$ cat src/design/aarm_pkg.sv
// shared types, constants and tables for the axis-angle rotation matrix block
package aarm_pkg;

  // field formats
  localparam int IN_WIDTH    = 16;
  localparam int ENTRY_WIDTH = 16;
  localparam int IN_FRAC     = 12;
  localparam int ENTRY_FRAC  = ENTRY_WIDTH - 2;
  localparam int QF          = 30;

  // axis normalization
  localparam int N2_W       = 64;
  localparam int ROOT_W     = 32;
  localparam int ROOT_STEPS = ROOT_W;
  localparam int SHIFT_W    = 5;
  localparam int UNIT_W     = 32;
  localparam int QUO_W      = QF + 1;

  // angle path
  localparam int ANG_W        = IN_WIDTH + QF - IN_FRAC;
  localparam int RED_STEPS    = (IN_WIDTH > 15) ? IN_WIDTH - 15 : 1;
  localparam int Z_W          = 35;
  localparam int TRIG_W       = 34;
  localparam int CORDIC_STEPS = 30;

  // stage counts of the two parallel paths and of the product stage
  localparam int SQRT_LAT = ROOT_STEPS + 2;
  localparam int DIV_LAT  = QUO_W + 1;
  localparam int AXIS_LAT = SQRT_LAT + DIV_LAT;
  localparam int TRIG_DLY = AXIS_LAT - RED_STEPS - CORDIC_STEPS - 3;
  localparam int ROD_LAT  = 3;

  // Q.30 constants
  localparam logic [63:0] PI_Q30      = 64'd3373259426;
  localparam logic [63:0] TWO_PI_Q30  = 64'd6746518852;
  localparam logic [63:0] HALF_PI_Q30 = 64'd1686629713;
  localparam logic [63:0] CORDIC_GAIN = 64'd652032874;

  localparam logic signed [ENTRY_WIDTH-1:0] ENTRY_ONE = ENTRY_WIDTH'(1 << ENTRY_FRAC);

  // arctangent of 2^-idx in Q.30
  function automatic logic [31:0] atan_q30(input logic [4:0] idx);
    logic [31:0] v;
    case (idx)
      5'd0:  v = 32'h3243F6A8;
      5'd1:  v = 32'h1DAC6705;
      5'd2:  v = 32'h0FADBAFC;
      5'd3:  v = 32'h07F56EA6;
      5'd4:  v = 32'h03FEAB76;
      5'd5:  v = 32'h01FFD55B;
      5'd6:  v = 32'h00FFFAAA;
      5'd7:  v = 32'h007FFF55;
      5'd8:  v = 32'h003FFFEA;
      5'd9:  v = 32'h001FFFFD;
      5'd10: v = 32'h000FFFFF;
      5'd11: v = 32'h0007FFFF;
      5'd12: v = 32'h0003FFFF;
      5'd13: v = 32'h0001FFFF;
      5'd14: v = 32'h0000FFFF;
      5'd15: v = 32'h00007FFF;
      5'd16: v = 32'h00003FFF;
      5'd17: v = 32'h00001FFF;
      5'd18: v = 32'h00000FFF;
      5'd19: v = 32'h000007FF;
      5'd20: v = 32'h000003FF;
      5'd21: v = 32'h000001FF;
      5'd22: v = 32'h000000FF;
      5'd23: v = 32'h0000007F;
      5'd24: v = 32'h0000003F;
      5'd25: v = 32'h0000001F;
      5'd26: v = 32'h0000000F;
      5'd27: v = 32'h00000007;
      5'd28: v = 32'h00000003;
      5'd29: v = 32'h00000001;
      default: v = '0;
    endcase
    return v;
  endfunction

  typedef struct packed {
    logic signed [IN_WIDTH-1:0] angle;
    logic signed [IN_WIDTH-1:0] axis_x;
    logic signed [IN_WIDTH-1:0] axis_y;
    logic signed [IN_WIDTH-1:0] axis_z;
  } in_t;

  typedef struct packed {
    logic signed [ENTRY_WIDTH-1:0] m00;
    logic signed [ENTRY_WIDTH-1:0] m01;
    logic signed [ENTRY_WIDTH-1:0] m02;
    logic signed [ENTRY_WIDTH-1:0] m10;
    logic signed [ENTRY_WIDTH-1:0] m11;
    logic signed [ENTRY_WIDTH-1:0] m12;
    logic signed [ENTRY_WIDTH-1:0] m20;
    logic signed [ENTRY_WIDTH-1:0] m21;
    logic signed [ENTRY_WIDTH-1:0] m22;
    logic                          axis_zero;
  } out_t;

  // axis magnitudes and squared length
  typedef struct packed {
    logic [2:0]               neg;
    logic [2:0][IN_WIDTH-1:0] mag;
    logic [N2_W-1:0]          n2;
    logic                     zero;
  } axis_sq_t;

  // scaled magnitudes and root of the scaled squared length
  typedef struct packed {
    logic [2:0]             neg;
    logic [2:0][ROOT_W-1:0] num;
    logic [ROOT_W-1:0]      root;
    logic                   zero;
  } axis_root_t;

  typedef struct packed {
    logic signed [UNIT_W-1:0] ux;
    logic signed [UNIT_W-1:0] uy;
    logic signed [UNIT_W-1:0] uz;
    logic                     zero;
  } unit_t;

  typedef struct packed {
    logic             neg;
    logic [ANG_W-1:0] mag;
  } angle_t;

  typedef struct packed {
    logic signed [TRIG_W-1:0] cs;
    logic signed [TRIG_W-1:0] sn;
  } trig_t;

endpackage

$ cat src/design/aarm_prep.sv
// input stage: magnitudes, squared axis length and angle in Q.30
module aarm_prep (
  input  logic              clk_i,
  input  logic              rst_ni,
  input  logic              en_i,
  input  logic              valid_i,
  input  aarm_pkg::in_t     data_i,
  output logic              valid_o,
  output aarm_pkg::axis_sq_t axis_o,
  output aarm_pkg::angle_t  ang_o
);

  localparam int IW   = aarm_pkg::IN_WIDTH;
  localparam int SQ_W = 2 * IW;
  localparam int ASH  = aarm_pkg::QF - aarm_pkg::IN_FRAC;

  logic signed [IW-1:0] comp [3];
  logic [2:0]           neg;
  logic [2:0][IW-1:0]   mag;
  logic [SQ_W-1:0]      sq [3];
  logic [IW-1:0]        ang_mag;
  aarm_pkg::axis_sq_t   axis_d, axis_q;
  aarm_pkg::angle_t     ang_d, ang_q;
  logic                 valid_q;

  // magnitudes and squares
  always_comb begin
    comp[0] = data_i.axis_x;
    comp[1] = data_i.axis_y;
    comp[2] = data_i.axis_z;
    for (int i = 0; i < 3; i++) begin
      neg[i] = comp[i][IW-1];
      mag[i] = neg[i] ? IW'(-comp[i]) : IW'(comp[i]);
      sq[i]  = SQ_W'(mag[i]) * SQ_W'(mag[i]);
    end
    axis_d.neg  = neg;
    axis_d.mag  = mag;
    axis_d.n2   = aarm_pkg::N2_W'(sq[0]) + aarm_pkg::N2_W'(sq[1]) + aarm_pkg::N2_W'(sq[2]);
    axis_d.zero = (mag == '0);
    ang_mag     = data_i.angle[IW-1] ? IW'(-data_i.angle) : IW'(data_i.angle);
    ang_d.neg   = data_i.angle[IW-1];
    ang_d.mag   = {ang_mag, {ASH{1'b0}}};
  end

  // stage valid
  always_ff @(posedge clk_i or negedge rst_ni) begin
    if (!rst_ni) begin
      valid_q <= 1'b0;
    end else if (en_i) begin
      valid_q <= valid_i;
    end
  end

  // stage payload
  always_ff @(posedge clk_i) begin
    if (en_i) begin
      axis_q <= axis_d;
      ang_q  <= ang_d;
    end
  end

  assign valid_o = valid_q;
  assign axis_o  = axis_q;
  assign ang_o   = ang_q;

endmodule

$ cat config.mk
export PLATFORM = sky130hd
export DESIGN_NAME = aarm_prep
export DESIGN_NICKNAME = d
export VERILOG_FILES = /design/src/design/aarm_pkg.sv /design/src/design/aarm_prep.sv
export SDC_FILE = /design/constraint.sdc
export NUM_CORES = 2
export LEC_CHECK = 0
export BUFFER_PORTS_ARGS = -buffer_cell sky130_fd_sc_hd__buf_2
export CORE_ASPECT_RATIO = 1.5
export CORE_MARGIN = 5
export CORE_UTILIZATION = 45
export DETAILED_ROUTE_END_ITERATION = 10
export GPL_ROUTABILITY_DRIVEN = 1
export SLEW_MARGIN = 20
export SYNTH_ARGS = -nofsm -noshare
export SYNTH_HDL_FRONTEND = slang
export SYNTH_SLANG_ARGS = --single-unit
$ cat constraint.sdc
create_clock -name clk_i -period 1.45 [get_ports clk_i]
set_input_delay 0.3625 -clock clk_i [delete_from_list [all_inputs] [get_ports clk_i]]
set_output_delay 0.3625 -clock clk_i [all_outputs]
set_load 0.02 [all_outputs]
==> results.cfg <==
[clock_tree]
clk_latency_ns = 0.41
clk_pin_slew_ns = 0.08
cts_tree = done
clkSinkCount = 104
clockBufferDepth = 2
htree_levels = 3
cts-root-buf = clkbuf_16
cts_inserted_buffers = 9

[routing]
ant_nets = 0
dr.pass1.iters = 5
routed_wl_mm = 84.34
vias = 21100
drt_iter0_drc = 763
vias_per_cell = 4.879
drcViolationCount = 0
post_drt_wl_per_cell_microns = 19.50

[layout]
area_growth_pct = 37.54
final_nets = 4491
drive_gt1_share_pct = 35.26
fillers = 4952
layoutNonFillerInstCount = 4325
final_util_pct = 62.43
diodes = 0

[timing]
fin_crit_sh_pct = 584.7
setup_ws_ns = -7.028
final_hold_viol_count = 0
maxClockFrequency_ghz = 0.1180
slew_violations = 0
rsz0062_at_grt = yes
fin_skew_ns = 0
setup_viol = 75
fin_crit_ns = 8.478
holdWs_ns = 0.1864

[worst_setup_path]
r2r_end = valid_o
cp_data_required_time_ns = 1.68
worstSetupEndpoint = axis_o[33]
cp_slowest_cell = fa_2
cp_common_cell = fa_1
reg2reg_from = valid_o
critPathMaxFanout = 6
ff2ff_path_depth = 1
max_stage_delay_ns = 0.63
end_kind = flop
r2r_slack_ns = 0.71
critPathKind = input port to flop
worstPathArrival_ns = 8.70
crit_start = data_i[37]
start_kind = input port

[grt]
grt_usage_pct = 26.92
grt_max_degree = 40
grt_pass1_wl_mm = 131.5
grt_pass1_vias = 24800
antenna_found_initial = 0
grt-ovfl-total = 0

[place]
dp.cells = 4208
hpwlAfterDp_mm = 73.66
place_congestion = 0.9221
io_buffers = 171

[logic_synthesis]
ys.flop_type = edfxtp_1
yosys.area.top_type = fa_1
yosysSeqAreaShare_pct = 11.63
synth_top_area_share_pct = 45.93
synth_enable_flop_cells = 103
synth_seq_cells = 104
synth.distinct_cells = 72
syn_inst = 2714
synth_area_leaders = fa_1, ha_1, inv_1
async_flop_share_pct = 0.9615
postSynthAreaPerCell_sq_um = 9.876
synth-warning-count = 0
syn-cell-area_sq_um = 26800

[status]
violations = setup timing
status = finished with violations

[floorplanning]
boundaryPins = 220
rows = 109
die-area_sq_um = 64640
core_sq_um = 59050
start_util_pct = 45.39
die_w_microns = 209.3
die_h_microns = 308.9

[run]
drv_cap = 0

[min_path]
min_from = valid_i
min_path_type = input port to flop
flip-flops by register name (all words and copies together) (netlist names):
signal,flops
ang_o,17
valid_o,1
axis_o,86
critical path, delay by kind of cell:
kind                     cells  cell delay [ns]
AND/OR/NAND/NOR              4             1.21
buffers and inverters        7             0.63
adder cells (fa/ha/maj)     10             4.86
AO/OA/AOI/OAI                7             1.42
XOR/XNOR                     1             0.19
synthesized netlist by cell type, types with 3 or more instances:
cell,instances
inv_1,867
fa_1,615
ha_1,265
nor2_1,204
nand2_1,187
edfxtp_1,103
xnor2_1,51
buf_4,49
clkbuf_1,37
xor2_1,34
a21o_1,33
a21oi_1,29
o21ai_0,23
clkinv_1,14
o31ai_1,14
nor3_1,12
and3_1,11
inv_2,11
nand2b_1,10
nand3_1,10
or4_1,9
nand4_1,8
o41ai_1,8
nor4_1,7
and2_1,6
o21a_1,6
a211oi_1,5
a31oi_1,5
a211o_1,4
mux2i_1,4
o211ai_1,4
o41a_1,4
or3_1,4
buf_1,3
o21bai_1,3
or3b_1,3
kinds of logic (layout without fill, tap and decap cells):
kind of cell / after synthesis / after routing / share of synthesized area [%]
AO/OA/AOI/OAI: 159 / 159 / 4.225
buffers and inverters: 986 / 1735 / 14.53
multiplexers: 6 / 6 / 0.2334
AND/OR/NAND/NOR: 487 / 487 / 7.884
other: 2 / 87 / 0.02802
flip-flops: 104 / 104 / 11.63
adder cells (fa/ha/maj): 880 / 880 / 58.30
XOR/XNOR: 90 / 90 / 3.165
placed cells by master, fill, tap and decap left out, drive strengths merged, types with 14 or more instances in the layout:
cell and count:
a21o 33, edfxtp 103, conb 87, inv 885, fa 615, nor2 205
o31ai 14, xor2 37, xnor2 53, buf 824, nand2 187, clkinv 14
ha 265, a21oi 29, o21ai 28
worst min-delay path by stage:
stage / to / cells past startpoint
after global routing: valid_o / 2
after CTS: valid_o / 2
after floorplan: valid_o / 0
after detailed placement: valid_o / 1
after global placement: valid_o / 1
final: valid_o / 2
metal layers:
layer | routed length [microns] | global-route usage, %
met2 | 48170 | 51.93
met3 | 2854 | 2.861
met1 | 26250 | 26.76
met4 | 7056 | 18.45
met5 | 0 | 0
stage by stage:
step	cell area [sq um]	setup WS, ns	setup TNS, ns
4_1_cts	36480	-6.987	-209.65
3_5_place_dp	34250	-7.760	-258.74
3_3_place_gp	34250	-7.712	-256.65
6_report	36860	-7.028	-213.14
5_1_grt	36860	-7.236	-219.83
2_1_floorplan	28850	-7.235	-220.62
layout make-up:
type,count,area (sq um),share of cell area [%]
clock buffer,9,225.2,0.6109
sequential,104,3118,8.458
inverter,894,3520,9.548
tap,777,972.2,2.637
multi-input combinational,1709,22350,60.64
clock inverter,7,87.58,0.2376
timing repair buffer,825,6589,17.87
repair_timing:
action / CTS / global route
setup buffers: 85 / 25
resized for setup: 317 / 69
pin swaps: 197 / 89
setup endpoints to repair: 79 / 79
hold endpoints to repair: 1 / 0
hold buffers: 1 / 0
Power is not shown: default switching activity piles up to over one toggle a cycle in this logic, so the estimate is an artifact.
